File: src/hdl/mhc_pkg.sv
// ----------------------------------------------------------------------------
// mhc_pkg
// Shared types, constants and tables of the magnetometer heading calibrator.
// ----------------------------------------------------------------------------
package mhc_pkg;

    localparam int CORDIC_STEPS = 16;
    localparam int SAMPLE_BITS  = 16;

    localparam int SW = 16;
    localparam int DW = SW + 1;
    localparam int CW = 26;
    localparam int ZW = 24;
    localparam int HW = 15;
    localparam int TW = 16;
    localparam int AW = 21;
    localparam int IW = (CORDIC_STEPS > 1) ? $clog2(CORDIC_STEPS) : 1;

    localparam int FULL_TURN = 23040;
    localparam logic signed [ZW-1:0] Z_HALF_TURN = ZW'(4 * 737280);
    localparam logic signed [ZW-1:0] Z_ROUND     = ZW'(128);

    localparam logic [1:0] KIND_CLEAR   = 2'd0;
    localparam logic [1:0] KIND_CALIB   = 2'd1;
    localparam logic [1:0] KIND_HEADING = 2'd2;

    localparam logic [1:0] ST_HEADING   = 2'd0;
    localparam logic [1:0] ST_NOT_READY = 2'd1;
    localparam logic [1:0] ST_CAL_DONE  = 2'd2;

    localparam int CIW = 1;
    localparam logic [CIW-1:0] CFG_THRESHOLD   = 1'd0;
    localparam logic [CIW-1:0] CFG_DECLINATION = 1'd1;

    localparam logic signed [SW-1:0] OFFSET_X_RST = -16'sd441;
    localparam logic signed [SW-1:0] OFFSET_Y_RST = 16'sd171;

    typedef struct packed {
        logic [1:0]           kind;
        logic                 data_ready;
        logic signed [SW-1:0] sample_x;
        logic signed [SW-1:0] sample_y;
    } t_in_item;

    typedef struct packed {
        logic [1:0]           status;
        logic [HW-1:0]        heading_deg;
        logic signed [SW-1:0] center_x;
        logic signed [SW-1:0] center_y;
    } t_out_item;

    typedef struct packed {
        logic clear;
        logic track;
        logic center;
    } t_cal_ctl;

    function automatic logic [AW-1:0] atan_lut(input logic [4:0] idx);
        logic [AW-1:0] v;
        unique case (idx)
            5'd0:    v = AW'(737280);
            5'd1:    v = AW'(435242);
            5'd2:    v = AW'(229970);
            5'd3:    v = AW'(116736);
            5'd4:    v = AW'(58595);
            5'd5:    v = AW'(29326);
            5'd6:    v = AW'(14667);
            5'd7:    v = AW'(7334);
            5'd8:    v = AW'(3667);
            5'd9:    v = AW'(1833);
            5'd10:   v = AW'(917);
            5'd11:   v = AW'(458);
            5'd12:   v = AW'(229);
            5'd13:   v = AW'(115);
            5'd14:   v = AW'(57);
            5'd15:   v = AW'(29);
            5'd16:   v = AW'(14);
            5'd17:   v = AW'(7);
            5'd18:   v = AW'(4);
            5'd19:   v = AW'(2);
            5'd20:   v = AW'(1);
            default: v = '0;
        endcase
        return v;
    endfunction

    function automatic logic signed [SW-1:0] sext_sample(input logic [SW-1:0] v);
        logic [SW-1:0] t;
        t = v << (SW - SAMPLE_BITS);
        return $signed(t) >>> (SW - SAMPLE_BITS);
    endfunction

endpackage

File: src/hdl/mhc_stream_if.sv
// ----------------------------------------------------------------------------
// mhc_stream_if
// Valid/ready channels carrying sample items in and result items out.
// ----------------------------------------------------------------------------
interface mhc_in_if;
    import mhc_pkg::*;

    logic     valid;
    logic     ready;
    t_in_item data;

    modport source(output valid, output data, input ready);
    modport sink(input valid, input data, output ready);
endinterface

interface mhc_out_if;
    import mhc_pkg::*;

    logic      valid;
    logic      ready;
    t_out_item data;

    modport source(output valid, output data, input ready);
    modport sink(input valid, input data, output ready);
endinterface

File: src/hdl/mhc_cal.sv
// ----------------------------------------------------------------------------
// mhc_cal
// Hard-iron min/max trackers and per-axis offsets.
// ----------------------------------------------------------------------------
module mhc_cal (
    input  logic                          i_clk,
    input  logic                          i_rst_n,
    input  mhc_pkg::t_cal_ctl             i_ctl,
    input  logic signed [mhc_pkg::SW-1:0] i_sx,
    input  logic signed [mhc_pkg::SW-1:0] i_sy,
    input  logic [mhc_pkg::TW-1:0]        i_threshold,
    output logic signed [mhc_pkg::SW-1:0] o_offset_x,
    output logic signed [mhc_pkg::SW-1:0] o_offset_y
);
    import mhc_pkg::*;

    logic signed [SW-1:0] r_x_low, r_x_high, r_y_low, r_y_high;
    logic signed [SW-1:0] r_offset_x, r_offset_y;
    logic signed [DW-1:0] x_span, y_span, x_sum, y_sum, thr;

    assign x_span = {r_x_high[SW-1], r_x_high} - {r_x_low[SW-1], r_x_low};
    assign y_span = {r_y_high[SW-1], r_y_high} - {r_y_low[SW-1], r_y_low};
    assign x_sum  = {r_x_high[SW-1], r_x_high} + {r_x_low[SW-1], r_x_low};
    assign y_sum  = {r_y_high[SW-1], r_y_high} + {r_y_low[SW-1], r_y_low};
    assign thr    = {1'b0, i_threshold};

    always_ff @(posedge i_clk) begin
        if (!i_rst_n) begin
            r_x_low    <= '0;
            r_x_high   <= '0;
            r_y_low    <= '0;
            r_y_high   <= '0;
            r_offset_x <= OFFSET_X_RST;
            r_offset_y <= OFFSET_Y_RST;
        end else if (i_ctl.clear) begin
            r_x_low    <= '0;
            r_x_high   <= '0;
            r_y_low    <= '0;
            r_y_high   <= '0;
            r_offset_x <= '0;
            r_offset_y <= '0;
        end else if (i_ctl.track) begin
            if (i_sx > r_x_high) r_x_high <= i_sx;
            if (i_sx < r_x_low)  r_x_low  <= i_sx;
            if (i_sy > r_y_high) r_y_high <= i_sy;
            if (i_sy < r_y_low)  r_y_low  <= i_sy;
        end else if (i_ctl.center) begin
            if (x_span > thr) r_offset_x <= x_sum[DW-1:1];
            if (y_span > thr) r_offset_y <= y_sum[DW-1:1];
        end
    end

    assign o_offset_x = r_offset_x;
    assign o_offset_y = r_offset_y;

endmodule

File: src/hdl/mhc_cordic.sv
// ----------------------------------------------------------------------------
// mhc_cordic
// Vectoring CORDIC: one micro-rotation per cycle, angle rounded to 1/64 deg.
// ----------------------------------------------------------------------------
module mhc_cordic (
    input  logic                          i_clk,
    input  logic                          i_rst_n,
    input  logic                          i_start,
    input  logic signed [mhc_pkg::SW-1:0] i_sx,
    input  logic signed [mhc_pkg::SW-1:0] i_sy,
    input  logic signed [mhc_pkg::SW-1:0] i_offset_x,
    input  logic signed [mhc_pkg::SW-1:0] i_offset_y,
    output logic                          o_done,
    output logic [mhc_pkg::HW-1:0]        o_heading
);
    import mhc_pkg::*;

    typedef enum logic [2:0] {
        C_IDLE = 3'b001,
        C_ROT  = 3'b010,
        C_FIN  = 3'b100
    } t_cstate;

    localparam logic [IW-1:0] LAST_STEP = IW'(CORDIC_STEPS - 1);

    t_cstate              r_state, n_state;
    logic [IW-1:0]        r_i;
    logic signed [CW-1:0] r_x, r_y;
    logic signed [ZW-1:0] r_z;

    logic signed [DW-1:0] dx, dy;
    logic signed [CW-1:0] x0, y0, x_sh, y_sh;
    logic signed [ZW-1:0] ang, z_rnd, z_sh;
    logic signed [HW:0]   h_raw, h_wrap;

    assign dx   = {i_sx[SW-1], i_sx} - {i_offset_x[SW-1], i_offset_x};
    assign dy   = {i_sy[SW-1], i_sy} - {i_offset_y[SW-1], i_offset_y};
    assign x0   = {{(CW-DW){dx[DW-1]}}, dx} <<< 6;
    assign y0   = {{(CW-DW){dy[DW-1]}}, dy} <<< 6;
    assign x_sh = r_x >>> r_i;
    assign y_sh = r_y >>> r_i;
    assign ang  = $signed({{(ZW-AW){1'b0}}, atan_lut(5'(r_i))});

    always_comb begin
        n_state = r_state;
        unique case (r_state)
            C_IDLE: if (i_start) n_state = (dx == '0 && dy == '0) ? C_FIN : C_ROT;
            C_ROT:  if (r_i == LAST_STEP) n_state = C_FIN;
            C_FIN:  n_state = C_IDLE;
            default: n_state = C_IDLE;
        endcase
    end

    always_ff @(posedge i_clk) begin
        if (!i_rst_n) begin
            r_state <= C_IDLE;
        end else begin
            r_state <= n_state;
        end
    end

    always_ff @(posedge i_clk) begin
        if (r_state == C_IDLE && i_start) begin
            r_i <= '0;
            if (dx == '0 && dy == '0) begin
                r_z <= '0;
            end else if (dx[DW-1]) begin
                r_x <= -x0;
                r_y <= -y0;
                r_z <= Z_HALF_TURN;
            end else begin
                r_x <= x0;
                r_y <= y0;
                r_z <= '0;
            end
        end else if (r_state == C_ROT) begin
            r_i <= r_i + 1'b1;
            if (r_y > 0) begin
                r_x <= r_x + y_sh;
                r_y <= r_y - x_sh;
                r_z <= r_z + ang;
            end else begin
                r_x <= r_x - y_sh;
                r_y <= r_y + x_sh;
                r_z <= r_z - ang;
            end
        end
    end

    assign z_rnd  = r_z + Z_ROUND;
    assign z_sh   = z_rnd >>> 8;
    assign h_raw  = z_sh[HW:0];
    assign h_wrap = (h_raw < 0) ? h_raw + (HW+1)'(FULL_TURN) : h_raw;

    assign o_done    = (r_state == C_FIN);
    assign o_heading = h_wrap[HW-1:0];

endmodule

File: src/hdl/magnetometer_heading_calibrator_unit.sv
// ----------------------------------------------------------------------------
// magnetometer_heading_calibrator_unit
// Hard-iron calibration and CORDIC atan2 heading for X/Y magnetometer samples.
// ----------------------------------------------------------------------------
// Each accepted item gives one result. A heading sample passes the decode,
// CORDIC, declination and done states before the output register, and the
// CORDIC rotation unit performs one micro-rotation per cycle; a calibration
// sample passes decode, center and done; any other item decode and done.
// Input ready is held low while an item is in work; the result waits in an
// output register, so the next item can be taken before it is consumed.
// Write configuration only while no item is in work.
module magnetometer_heading_calibrator_unit (
    input  logic                    i_clk,
    input  logic                    i_rst_n,
    mhc_in_if.sink                  i_in,
    mhc_out_if.source               o_out,
    input  logic                    i_cfg_we,
    input  logic [mhc_pkg::CIW-1:0] i_cfg_idx,
    input  logic [mhc_pkg::TW-1:0]  i_cfg_data
);
    import mhc_pkg::*;

    typedef enum logic [5:0] {
        S_IDLE   = 6'b000001,
        S_DECODE = 6'b000010,
        S_CENTER = 6'b000100,
        S_CORDIC = 6'b001000,
        S_DECL   = 6'b010000,
        S_DONE   = 6'b100000
    } t_state;

    t_state               r_state, n_state;
    logic [TW-1:0]        r_threshold;
    logic signed [HW-1:0] r_decl;
    logic [1:0]           r_kind;
    logic                 r_rdy;
    logic signed [SW-1:0] r_sx, r_sy;
    logic [1:0]           r_status;
    logic [HW-1:0]        r_heading;
    logic [HW-1:0]        r_head_raw;
    logic                 r_ovalid;
    t_out_item            r_out;

    t_cal_ctl             cal_ctl;
    logic                 cordic_start, cordic_done;
    logic [HW-1:0]        cordic_heading;
    logic signed [SW-1:0] offset_x, offset_y;
    logic                 in_xact, out_free;
    logic signed [DW-1:0] decl_sum, decl_wrap;

    assign in_xact  = i_in.valid && i_in.ready;
    assign out_free = !r_ovalid || o_out.ready;

    always_ff @(posedge i_clk) begin
        if (!i_rst_n) begin
            r_threshold <= '0;
            r_decl      <= '0;
        end else if (i_cfg_we) begin
            if (i_cfg_idx == CFG_THRESHOLD) begin
                r_threshold <= i_cfg_data;
            end else if (i_cfg_idx == CFG_DECLINATION) begin
                r_decl <= $signed(i_cfg_data[HW-1:0]);
            end
        end
    end

    always_comb begin
        n_state      = r_state;
        cal_ctl      = '0;
        cordic_start = 1'b0;
        unique case (r_state)
            S_IDLE: if (in_xact) n_state = S_DECODE;
            S_DECODE: begin
                if (r_kind == KIND_CLEAR) begin
                    cal_ctl.clear = 1'b1;
                    n_state       = S_DONE;
                end else if (r_kind == KIND_CALIB && r_rdy) begin
                    cal_ctl.track = 1'b1;
                    n_state       = S_CENTER;
                end else if (r_kind == KIND_HEADING && r_rdy) begin
                    cordic_start = 1'b1;
                    n_state      = S_CORDIC;
                end else begin
                    n_state = S_DONE;
                end
            end
            S_CENTER: begin
                cal_ctl.center = 1'b1;
                n_state        = S_DONE;
            end
            S_CORDIC: if (cordic_done) n_state = S_DECL;
            S_DECL:   n_state = S_DONE;
            S_DONE:   if (out_free) n_state = S_IDLE;
            default:  n_state = S_IDLE;
        endcase
    end

    always_ff @(posedge i_clk) begin
        if (!i_rst_n) begin
            r_state <= S_IDLE;
        end else begin
            r_state <= n_state;
        end
    end

    always_ff @(posedge i_clk) begin
        if (in_xact) begin
            r_kind <= i_in.data.kind;
            r_rdy  <= i_in.data.data_ready;
            r_sx   <= sext_sample(i_in.data.sample_x);
            r_sy   <= sext_sample(i_in.data.sample_y);
        end
    end

    assign decl_sum  = $signed({2'b00, r_head_raw}) + {{(DW-HW){r_decl[HW-1]}}, r_decl};
    assign decl_wrap = (decl_sum < 0) ? decl_sum + DW'(FULL_TURN) :
                       (decl_sum >= DW'(FULL_TURN)) ? decl_sum - DW'(FULL_TURN) : decl_sum;

    always_ff @(posedge i_clk) begin
        if (r_state == S_DECODE) begin
            r_heading <= '0;
            if (r_kind == KIND_CLEAR || (r_kind == KIND_CALIB && r_rdy)) begin
                r_status <= ST_CAL_DONE;
            end else if (r_kind == KIND_HEADING && r_rdy) begin
                r_status <= ST_HEADING;
            end else begin
                r_status <= ST_NOT_READY;
            end
        end
        if (r_state == S_CORDIC && cordic_done) begin
            r_head_raw <= cordic_heading;
        end
        if (r_state == S_DECL) begin
            r_heading <= decl_wrap[HW-1:0];
        end
    end

    always_ff @(posedge i_clk) begin
        if (!i_rst_n) begin
            r_ovalid <= 1'b0;
        end else if (r_state == S_DONE && out_free) begin
            r_ovalid <= 1'b1;
        end else if (o_out.ready) begin
            r_ovalid <= 1'b0;
        end
    end

    always_ff @(posedge i_clk) begin
        if (r_state == S_DONE && out_free) begin
            r_out.status      <= r_status;
            r_out.heading_deg <= r_heading;
            r_out.center_x    <= offset_x;
            r_out.center_y    <= offset_y;
        end
    end

    assign i_in.ready  = (r_state == S_IDLE);
    assign o_out.valid = r_ovalid;
    assign o_out.data  = r_out;

    mhc_cal u_cal (
        .i_clk       (i_clk),
        .i_rst_n     (i_rst_n),
        .i_ctl       (cal_ctl),
        .i_sx        (r_sx),
        .i_sy        (r_sy),
        .i_threshold (r_threshold),
        .o_offset_x  (offset_x),
        .o_offset_y  (offset_y)
    );

    mhc_cordic u_cordic (
        .i_clk      (i_clk),
        .i_rst_n    (i_rst_n),
        .i_start    (cordic_start),
        .i_sx       (r_sx),
        .i_sy       (r_sy),
        .i_offset_x (offset_x),
        .i_offset_y (offset_y),
        .o_done     (cordic_done),
        .o_heading  (cordic_heading)
    );

    a_heading_only_valid: assert property (@(posedge i_clk) disable iff (!i_rst_n)
        o_out.valid |-> (o_out.data.status == ST_HEADING || o_out.data.heading_deg == '0))
        else $error("heading nonzero on a non-heading result");

    a_heading_range: assert property (@(posedge i_clk) disable iff (!i_rst_n)
        o_out.valid |-> (o_out.data.heading_deg < HW'(FULL_TURN)))
        else $error("heading outside one turn");

    a_cordic_done_owned: assert property (@(posedge i_clk) disable iff (!i_rst_n)
        cordic_done |-> (r_state == S_CORDIC))
        else $error("rotation unit finished outside its wait state");

    a_one_in_flight: assert property (@(posedge i_clk) disable iff (!i_rst_n)
        in_xact |=> !i_in.ready)
        else $error("input taken while an item is in work");

endmodule

File: src/flat_wrapper.sv
// flat-port wrapper written by rule: the top's interface ports become plain ports
module magnetometer_heading_calibrator_unit_flat import mhc_pkg::*;
  (i_clk, i_rst_n, i_cfg_we, i_cfg_idx, i_cfg_data, i_in_valid, i_in_data, i_in_ready, o_out_valid, o_out_data, o_out_ready);
  mhc_in_if i_in_i ();
  mhc_out_if o_out_i ();
  input  logic i_clk;
  input  logic i_rst_n;
  input  logic i_cfg_we;
  input  logic [mhc_pkg::CIW-1:0] i_cfg_idx;
  input  logic [mhc_pkg::TW-1:0] i_cfg_data;
  input wire logic [$bits(i_in_i.valid)-1:0] i_in_valid;
  input wire logic [$bits(i_in_i.data)-1:0] i_in_data;
  output wire logic [$bits(i_in_i.ready)-1:0] i_in_ready;
  output wire logic [$bits(o_out_i.valid)-1:0] o_out_valid;
  output wire logic [$bits(o_out_i.data)-1:0] o_out_data;
  input wire logic [$bits(o_out_i.ready)-1:0] o_out_ready;
  assign i_in_i.valid = i_in_valid;
  assign i_in_i.data = i_in_data;
  assign i_in_ready = i_in_i.ready;
  assign o_out_valid = o_out_i.valid;
  assign o_out_data = o_out_i.data;
  assign o_out_i.ready = o_out_ready;
  magnetometer_heading_calibrator_unit u_core (.i_clk(i_clk), .i_rst_n(i_rst_n), .i_in(i_in_i), .o_out(o_out_i), .i_cfg_we(i_cfg_we), .i_cfg_idx(i_cfg_idx), .i_cfg_data(i_cfg_data));
endmodule
File: config.mk
export PLATFORM = sky130hd
export DESIGN_NAME = magnetometer_heading_calibrator_unit_flat
export DESIGN_NICKNAME = d
export VERILOG_FILES = /design/src/hdl/mhc_pkg.sv /design/src/hdl/mhc_stream_if.sv /design/src/hdl/mhc_cal.sv /design/src/hdl/mhc_cordic.sv /design/src/hdl/magnetometer_heading_calibrator_unit.sv /design/src/flat_wrapper.sv
export SDC_FILE = /design/constraint.sdc
export NUM_CORES = 1
export LEC_CHECK = 0
export BUFFER_PORTS_ARGS = -buffer_cell sky130_fd_sc_hd__buf_2
export CAP_MARGIN = 20
export CORE_ASPECT_RATIO = 1.4
export CORE_MARGIN = 5
export CORE_UTILIZATION = 64
export DETAILED_ROUTE_END_ITERATION = 12
export MAX_ROUTING_LAYER = met4
export PLACE_DENSITY = 0.81
export SYNTH_ARGS = -nofsm -noshare
export SYNTH_HDL_FRONTEND = slang
export SYNTH_HIERARCHICAL = 1
export SYNTH_SLANG_ARGS = --single-unit
File: constraint.sdc
create_clock -name i_clk -period 7.76 [get_ports i_clk]
set_input_delay 0 -clock i_clk [delete_from_list [all_inputs] [get_ports i_clk]]
set_output_delay 0 -clock i_clk [all_outputs]
set_load 0.01 [all_outputs]
==> results of run 1 <==
## flip-flops by register name, summed over array words and instances, names as in the netlist
register,flops
u_core/o_out.data,49
u_core/u_cordic/r_x,26
u_core/u_cordic/r_y,26
u_core/u_cordic/r_z,24
u_core/u_cordic/ang,20
u_core/r_sx,16
u_core/r_sy,16
u_core/r_threshold,16
u_core/u_cal/o_offset_x,16
u_core/u_cal/o_offset_y,16
u_core/u_cal/r_x_high,16
u_core/u_cal/r_x_low,16
u_core/u_cal/r_y_high,16
u_core/u_cal/r_y_low,16
u_core/r_decl,15
u_core/r_head_raw,15
u_core/r_heading,15
u_core/r_state,6
u_core/u_cordic/r_i,4
u_core/u_cordic/r_state,3
u_core/r_kind,2
u_core/r_status,2
u_core/o_out.valid,1
u_core/r_rdy,1
## metrics by stage
step / power (mW) / area (sq um) / worst slack (ps) / instances / util
after global placement: 5.229 / 31190 / 1765 / 4045 / 0.6630
final: 7.369 / 33170 / 1426 / 4180 / 0.7051
after floorplan: 4.698 / 30420 / 2193 / 3449 / -
after detailed placement: 5.348 / 31190 / 1680 / 4045 / 0.6630
after global routing: 7.803 / 33170 / 1116 / 4180 / 0.7051
after CTS: 7.340 / 33090 / 1615 / 4172 / 0.7033
## repair_timing
item                                   in CTS  in global routing
setup endpoints to repair                   0                  0
endpoints found under the hold margin      89                  0
buffers inserted                            0                  0
hold buffers                               57                  0
## critical path, stage by stage, from the launching register on
cell	delay, ps
dfxtp_2	1060
inv_1	770
mux2i_1	380
nor2_1	70
a21oi_1	190
ha_1	230
nand2b_1	70
a21oi_1	270
nor2_1	90
xnor2_1	170
ha_1	310
o21ai_0	120
nor2b_1	170
a2111oi_0	680
nor3_1	210
a2111oi_0	630
a311o_1	240
o31ai_1	90
xnor2_1	140
nand2_1	70
o21ai_0	80
## layout by cell type (no fill, tap or decap), drive strengths merged, types with 12 or more instances in the layout
master / count
mux4: 50
ha: 298
mux2i: 86
o22ai: 15
buf: 133
nand2: 312
a21oi: 234
a211oi: 45
inv: 209
nor2: 296
o31a: 12
a31oi: 35
nand4: 28
clkbuf: 46
o211ai: 22
a32oi: 16
o21ai: 216
dfxtp: 161
mux2: 24
edfxtp: 192
o31ai: 24
a21o: 57
nand2b: 49
or3: 29
or2: 19
and2: 25
o21a: 44
xor2: 96
or4: 20
o21bai: 21
a21boi: 38
a211o: 13
nor2b: 36
nand3: 108
nor3: 103
nand3b: 17
xnor2: 150
and3: 42
dlygate4sd3: 57
nor4: 22
## cell usage after synthesis, drive strengths merged (44+ instances only)
cell / n
nor2: 296
nand2: 312
mux2i: 86
nand3: 108
edfxtp: 192
clkbuf: 102
ha: 298
buf: 52
nand2b: 49
a211oi: 45
xor2: 96
o21a: 44
xnor2: 150
inv: 206
o21ai: 216
dfxtp: 161
nor3: 103
mux4: 50
a21oi: 234
a21o: 57
## routing by layer
layer | GRT usage | share of wire | vias to the layer above
li1 | - | - | 12739
met1 | 0.3471 | 0.38 | 12787
met2 | 0.5716 | 0.51 | 1090
met3 | 0.03863 | 0.055 | 346
met4 | 0.1721 | 0.061 | 0
met5 | - | 0 | -
## power groups by stage
stage	logic, mW	clock network, mW	registers [mW]
global placement	2.86	0	2.37
global route	3.38	2.07	2.35
floorplan	2.41	0	2.29
CTS	3.02	1.99	2.34
finish	3.07	1.96	2.34
detailed placement	2.97	0	2.37
## worst paths after layout
path	slack [ps]	cells past startpoint	startpoint	to
max	1430	20	u_core/u_cordic/r_i[3]$_SDFFE_PP0P_	u_core/u_cordic/r_x[21]$_DFFE_PP_
min	80	4	i_cfg_we	u_core/r_decl[0]$_SDFFE_PN0P_
max reg2reg	1430	20	u_core/u_cordic/r_i[3]$_SDFFE_PP0P_	u_core/u_cordic/r_x[21]$_DFFE_PP_
min reg2reg	420	0	u_core/r_heading[0]$_SDFFCE_PN0P_	u_core/o_out.data[32]$_DFFE_PP_
## cell families (layout without fill, tap and decap cells)
family / Yosys count / count (layout) / synth area share
XOR/XNOR: 246 / 246 / 0.07132
AO/OA/AOI/OAI: 881 / 881 / 0.1935
AND/OR/NAND/NOR: 1141 / 1141 / 0.1838
buffers and inverters: 360 / 466 / 0.05001
flip-flops: 353 / 353 / 0.2955
multiplexers: 160 / 160 / 0.07683
other: 0 / 1 / 0
adder cells (fa/ha/maj): 308 / 308 / 0.1291
## cell type report
| type | count | area (sq um) | share of cell area |
|---|---|---|---|
| antenna | 1 | 2.502 | 0.00007543 |
| multi-input combinational | 2736 | 19970 | 0.6019 |
| tap | 624 | 780.7 | 0.02354 |
| inverter | 206 | 773.2 | 0.02331 |
| clock buffer | 46 | 1021 | 0.03078 |
| timing repair buffer | 190 | 1331 | 0.04013 |
| clock inverter | 24 | 304.0 | 0.009165 |
| sequential | 353 | 8995 | 0.2711 |
==> metrics.log, run 1 <==
[metrics] clock network power share: 0.266
[metrics] largest area contributor in the synthesized netlist: edfxtp_1
[metrics] transition time at the pin with the least slew margin: 1150 ps
[metrics] total global routing overflow: 0
[metrics] outcome: complete, no violations
[metrics] Die Area: 52050 sq um
[metrics] Peak Freq: 157.9 MHz
[metrics] Net Switching: 2.771 mW
[metrics] cell leakage power: 13.78 nW
[metrics] Core Box Area: 47050 sq um
[metrics] area grow syn2layout: 9.044%
[metrics] total of endpoints with negative setup slack in the final report: 0
[metrics] Starting Density: 0.6466
[metrics] number of fillers in the final layout: 3562
[metrics] relative slew slack: 0.2284
[metrics] sum of routed wire length over all layers: 85.33 mm
[metrics] Maximum Capacitance Violations: 0
[metrics] setup repair after global routing missed its margin: false
[metrics] die width: 194.3 um
[metrics] share of the cycle needed by the critical path after routing: 0.8162
[metrics] post-CTS sizing: 0
[metrics] worst clock skew: 23.88 ps
[metrics] global-route wire length before repair: 133.7 mm
[metrics] instance count of the mapped netlist: 3449
[metrics] Worst EP required: 8060 ps
[metrics] cell area after synthesis: 30420 sq um
[metrics] Synth Warn #: 6
[metrics] maximum number of buffers from clock root to sink: 3
[metrics] CTS root buffer: clkbuf_16
[metrics] internal cell power: 4.598 mW
[metrics] Area contributors post-synth: edfxtp_1 19%, ha_1 12%, dfxtp_1 11%
[metrics] post-synth cell types: 123
[metrics] portion of total power attributed to sequential cells: 0.318
[metrics] WP data arrival: 6630 ps
[metrics] synthesized netlist net count: 3814
[metrics] switching portion of total power: 0.3760
[metrics] crit path kind: flop to flop
[metrics] Nets: 3890
[metrics] final-layout setup total negative slack: 0 ps
[metrics] number of CTS-inserted buffers: 38
[metrics] total iterations of the first detailed-routing run: 10
[metrics] sink count of the clock tree: 353
[metrics] worst-path maximum fanout: 55
[metrics] largest net degree at the start of global routing: 74
[metrics] number of port buffers: 107
[metrics] number of vias per cell after detailed routing: 6.450
[metrics] global placer's final weighted congestion: 0.9987
[metrics] CTS tree: done
[metrics] hold slack final: 80.05 ps
[metrics] type of the tightest min-delay check: input pin to flop
[metrics] worst skew pair latency: 590 ps
[metrics] count of nets left with antenna violations after detail routing: 0
[metrics] clock period minus final worst setup slack: 6334 ps
[metrics] hold violation count in the final report: 0
[metrics] H-tree levels: 2
[metrics] share of layout cells above drive strength 1: 0.1004
[metrics] share of the synthesized area in the top cell type: 0.1895
[metrics] Worst setup EP type: flop
[metrics] initial antenna violation count: 1
[metrics] number of remaining DRC errors: 0
[metrics] die height: 268.0 um
[metrics] FFs w/ async S/R, synth: 0
[metrics] combinational power share: 0.416
[metrics] Worst Setup Start Kind: flop
[metrics] number of top-level design ports: 108
[metrics] post-synthesis sequential area ratio: 0.2955
[metrics] top_reg_cell synth: edfxtp_1
[metrics] sum of net half-perimeters after detailed placement: 63.04 mm
[metrics] peak supply drop: 183.3 uV
[metrics] count of vias placed by the detailed router: 26962
[metrics] number of enable-type register cells in the synthesized netlist: 192
[metrics] mean instance size in the synthesized netlist: 8.820 sq um
[metrics] num rows: 94
[metrics] number of global-route vias before repair: 26708
[metrics] GRT Overall Usage: 0.3193
[metrics] Routed WL per cell: 20.41 um
[metrics] fin. max-slew vios: 0
[metrics] clock-pin slew on the worst setup and hold paths: 60 ps
[metrics] #FFs+latches synth: 353
[metrics] DR iter-0 viols: 2009
[metrics] power per cell area: 222.1 nW/um^2
Power figures use the tool's default switching activity.
==> run 2: changes to the inputs <==
==> constraint.sdc (replaced) <==
create_clock -name i_clk -period 6 [get_ports i_clk]
set_input_delay 0 -clock i_clk [delete_from_list [all_inputs] [get_ports i_clk]]
set_output_delay 0 -clock i_clk [all_outputs]
set_load 0.01 [all_outputs]
==> run 2 against run 1 <==
The flow now finishes with violations (DRC). Wire length grew 2.7%. Utilization rose by 0.23 points. Register-to-register slack worse by 1100 ps. Worst setup slack lost 1100 ps. Clock skew shrank 1.9 ps. Count of clock-buffer cells in the layout grew 5. Sequential share of layout area is 0.087 points lower. Non-clock buffer count rose by 25. First-iteration DRC count rose by 0.90%. Maximum frequency grew 12%. Critical path type unchanged. Largest cell class unchanged.
==> metrics.log, run 2 (synthesized netlist as in run 1, its figures left out) <==
[metrics] outcome: complete, but fails checks (was complete, no violations)
[metrics] violations in the final reports: DRC
[metrics] Die Area: 52050 sq um (unchanged)
[metrics] share of the cycle needed by the critical path after routing: 0.9460 (was 0.8162)
[metrics] H-tree levels: 2 (unchanged)
[metrics] hold slack final: 39.70 ps (was 80.05 ps)
[metrics] setup repair after global routing missed its margin: false (unchanged)
[metrics] peak supply drop: 269.9 uV (was 183.3 uV)
[metrics] crit-path most repeated cell: o21ai_0
[metrics] share of layout cells above drive strength 1: 0.1058 (was 0.1004)
[metrics] sum of routed wire length over all layers: 87.67 mm (was 85.33 mm)
[metrics] final-layout setup total negative slack: 0 ps (unchanged)
[metrics] DR iter-0 viols: 2027 (was 2009)
[metrics] CTS tree: done (unchanged)
[metrics] WP data arrival: 5950 ps (was 6630 ps)
[metrics] largest net degree at the start of global routing: 70 (was 74)
[metrics] buffering stage count on the worst path with inverters included: 1 (unchanged)
[metrics] number of top-level design ports: 108 (unchanged)
[metrics] CP max stage cell: mux4_1 (was dfxtp_2)
[metrics] CTS root buffer: clkbuf_16 (unchanged)
[metrics] Nets: 3916 (was 3890)
[metrics] transition time at the pin with the least slew margin: 1094 ps (was 1150 ps)
[metrics] type of the tightest min-delay check: input pin to flop (unchanged)
[metrics] number of flip-flops in the largest register: 49 (unchanged)
[metrics] number of remaining DRC errors: 1 (was 0)
[metrics] initial antenna violation count: 1 (unchanged)
[metrics] count of nets left with antenna violations after detail routing: 0 (unchanged)
[metrics] worst skew pair latency: 590 ps (about the same)
[metrics] num rows: 94 (unchanged)
[metrics] global-route wire length before repair: 136.9 mm (was 133.7 mm)
[metrics] Worst EP required: 6270 ps (was 8060 ps)
[metrics] kind of cell adding the most delay to the critical path: simple AND/OR/NAND/NOR gates (was compound AO/OA/AOI/OAI gates)
[metrics] maximum number of buffers from clock root to sink: 3 (unchanged)
[metrics] largest stage delay on the critical path: 650 ps (was 1060 ps)
[metrics] number of fillers in the final layout: 3579 (was 3562)
[metrics] hold violation count in the final report: 0 (unchanged)
[metrics] post-CTS sizing: 0 (unchanged)
[metrics] utilization after layout: 0.7074 (was 0.7051)
[metrics] die width: 194.3 um (unchanged)
[metrics] crit path kind: flop to flop (unchanged)
[metrics] clock period minus final worst setup slack: 5676 ps (was 6334 ps)
[metrics] Worst Setup Start Kind: flop (unchanged)
[metrics] Peak Freq: 176.2 MHz (was 157.9 MHz)
[metrics] power per cell area: 284.4 nW/um^2 (was 222.1 nW/um^2)
[metrics] GRT Overall Usage: 0.3294 (was 0.3193)
[metrics] number of global-route vias before repair: 26534 (was 26708)
[metrics] Worst setup EP type: flop (unchanged)
[metrics] total iterations of the first detailed-routing run: 10 (unchanged)
[metrics] worst-path maximum fanout: 23 (was 55)
[metrics] worst clock skew: 21.94 ps (was 23.88 ps)
[metrics] Critical Path Start: u_core/u_cordic/r_i[1]$_SDFFE_PP0P_ (was u_core/u_cordic/r_i[3]$_SDFFE_PP0P_)
[metrics] relative slew slack: 0.2708 (was 0.2284)
[metrics] footprint of the multi-input gates: 19970 sq um (unchanged)
[metrics] total global routing overflow: 0 (unchanged)
[metrics] cell leakage power: 13.87 nW (was 13.78 nW)
[metrics] most frequent standard cell in the layout excluding fill and tap cells: nand2_1 (unchanged)
[metrics] count of vias placed by the detailed router: 27222 (was 26962)
[metrics] number of port buffers: 107 (unchanged)
[metrics] global placer's final weighted congestion: 0.9752 (was 0.9987)
[metrics] Routed WL per cell: 20.84 um (was 20.41 um)
[metrics] Maximum Capacitance Violations: 0 (unchanged)
[metrics] Storage cell area: 8995 sq um (unchanged)
[metrics] die height: 268.0 um (unchanged)
[metrics] clock-pin slew on the worst setup and hold paths: 60 ps (about the same)
[metrics] worst hold path startpoint: i_cfg_we (unchanged)
[metrics] number of CTS-inserted buffers: 39 (was 38)
[metrics] sink count of the clock tree: 353 (unchanged)
[metrics] fin. max-slew vios: 0 (unchanged)
[metrics] Critical R2R Launch: u_core/u_cordic/r_i[1]$_SDFFE_PP0P_ (was u_core/u_cordic/r_i[3]$_SDFFE_PP0P_)
[metrics] commonest cells after routing, fill and taps aside: 311 x nand2_1, 298 x ha_1, 291 x nor2_1, 227 x a21oi_1, 206 x o21ai_0 (unchanged)
[metrics] Core Box Area: 47050 sq um (unchanged)
[metrics] crit-path cells: buf_12 -> mux4_1 -> mux4_2 -> and4b_1 -> nand3_1 -> nand2_1 -> xor2_1 -> ha_1 -> and3_1 -> or3b_2 -> o21ai_0 -> or4_1 -> a41o_1 -> nand4_1 -> a21boi_0 -> o21ai_0 -> mux2i_1 -> a31oi_1 (was inv_1 -> mux2i_1 -> nor2_1 -> a21oi_1 -> ha_1 -> nand2b_1 -> a21oi_1 -> nor2_1 -> xnor2_1 -> ha_1 -> o21ai_0 -> nor2b_1 -> a2111oi_0 -> nor3_1 -> a2111oi_0 -> a311o_1 -> o31ai_1 -> xnor2_1 -> nand2_1 -> o21ai_0)
[metrics] number of vias per cell after detailed routing: 6.471 (was 6.450)
[metrics] total of endpoints with negative setup slack in the final report: 0 (unchanged)
[metrics] Starting Density: 0.6466 (unchanged)
[metrics] sum of net half-perimeters after detailed placement: 65.20 mm (was 63.04 mm)
[metrics] area grow syn2layout: 9.394% (was 9.044%)
run 2: final cells by class:
cell class                      count  share of cell area
Multi-Input combinational cell   2736              0.5999
Sequential cell                   353              0.2703
Timing Repair Buffer              215             0.04579
Clock buffer                       51             0.03158
Tap cell                          624             0.02346
Inverter                          206             0.02323
Clock inverter                     21            0.005640
Antenna cell                        1          0.00007519
run 2: timing repair:
action,in CTS,in global routing
endpoints found under the hold margin,84,0
buffers inserted,0,1
endpoints found under the setup margin,0,3
hold buffers,57,0
run 2: per-layer routing:
layer / part of all wire / vias to the layer above / track usage
li1: - / 12801 / -
met1: 0.38 / 13010 / 0.3737
met2: 0.51 / 1123 / 0.5844
met3: 0.055 / 288 / 0.03323
met4: 0.057 / 0 / 0.1612
met5: 0 / - / -
run 2: worst paths after layout:
check,end,slack (ps),cells after the start
max,u_core/u_cordic/r_y[24]$_DFFE_PP_,320,18
min,u_core/r_threshold[9]$_SDFFE_PN0P_,40,5
max reg2reg,u_core/u_cordic/r_y[24]$_DFFE_PP_,320,18
min reg2reg,u_core/o_out.data[46]$_DFFE_PP_,420,0
run 2: power breakdown:
part           internal, mW  switching (mW)  leakage, nW  total (mW)
registers              2.82           0.169         3.06        2.99
clock network          1.30            1.08        0.603        2.37
logic                  1.70            2.40         10.2        4.10
run 2: worst reg2reg max path, cell delays in order (launching register included):
cell	delay (ps)
dfxtp_4	540
buf_12	240
mux4_1	660
mux4_2	540
and4b_1	390
nand3_1	190
nand2_1	150
xor2_1	190
ha_1	310
and3_1	240
or3b_2	190
o21ai_0	120
or4_1	520
a41o_1	300
nand4_1	110
a21boi_0	100
o21ai_0	270
mux2i_1	220
a31oi_1	100
run 2: per-stage QoR:
step / std cells / total power, mW / worst slack, ps / area, sq um
global route: 4207 / 10.02 / 19.35 / 33280
detailed placement: 4070 / 7.012 / 230.1 / 31390
global placement: 4070 / 6.888 / 345.0 / 31390
floorplan: 3449 / 6.076 / 433.3 / 30420
finish: 4207 / 9.465 / 323.9 / 33280
CTS: 4199 / 9.423 / 238.4 / 33200
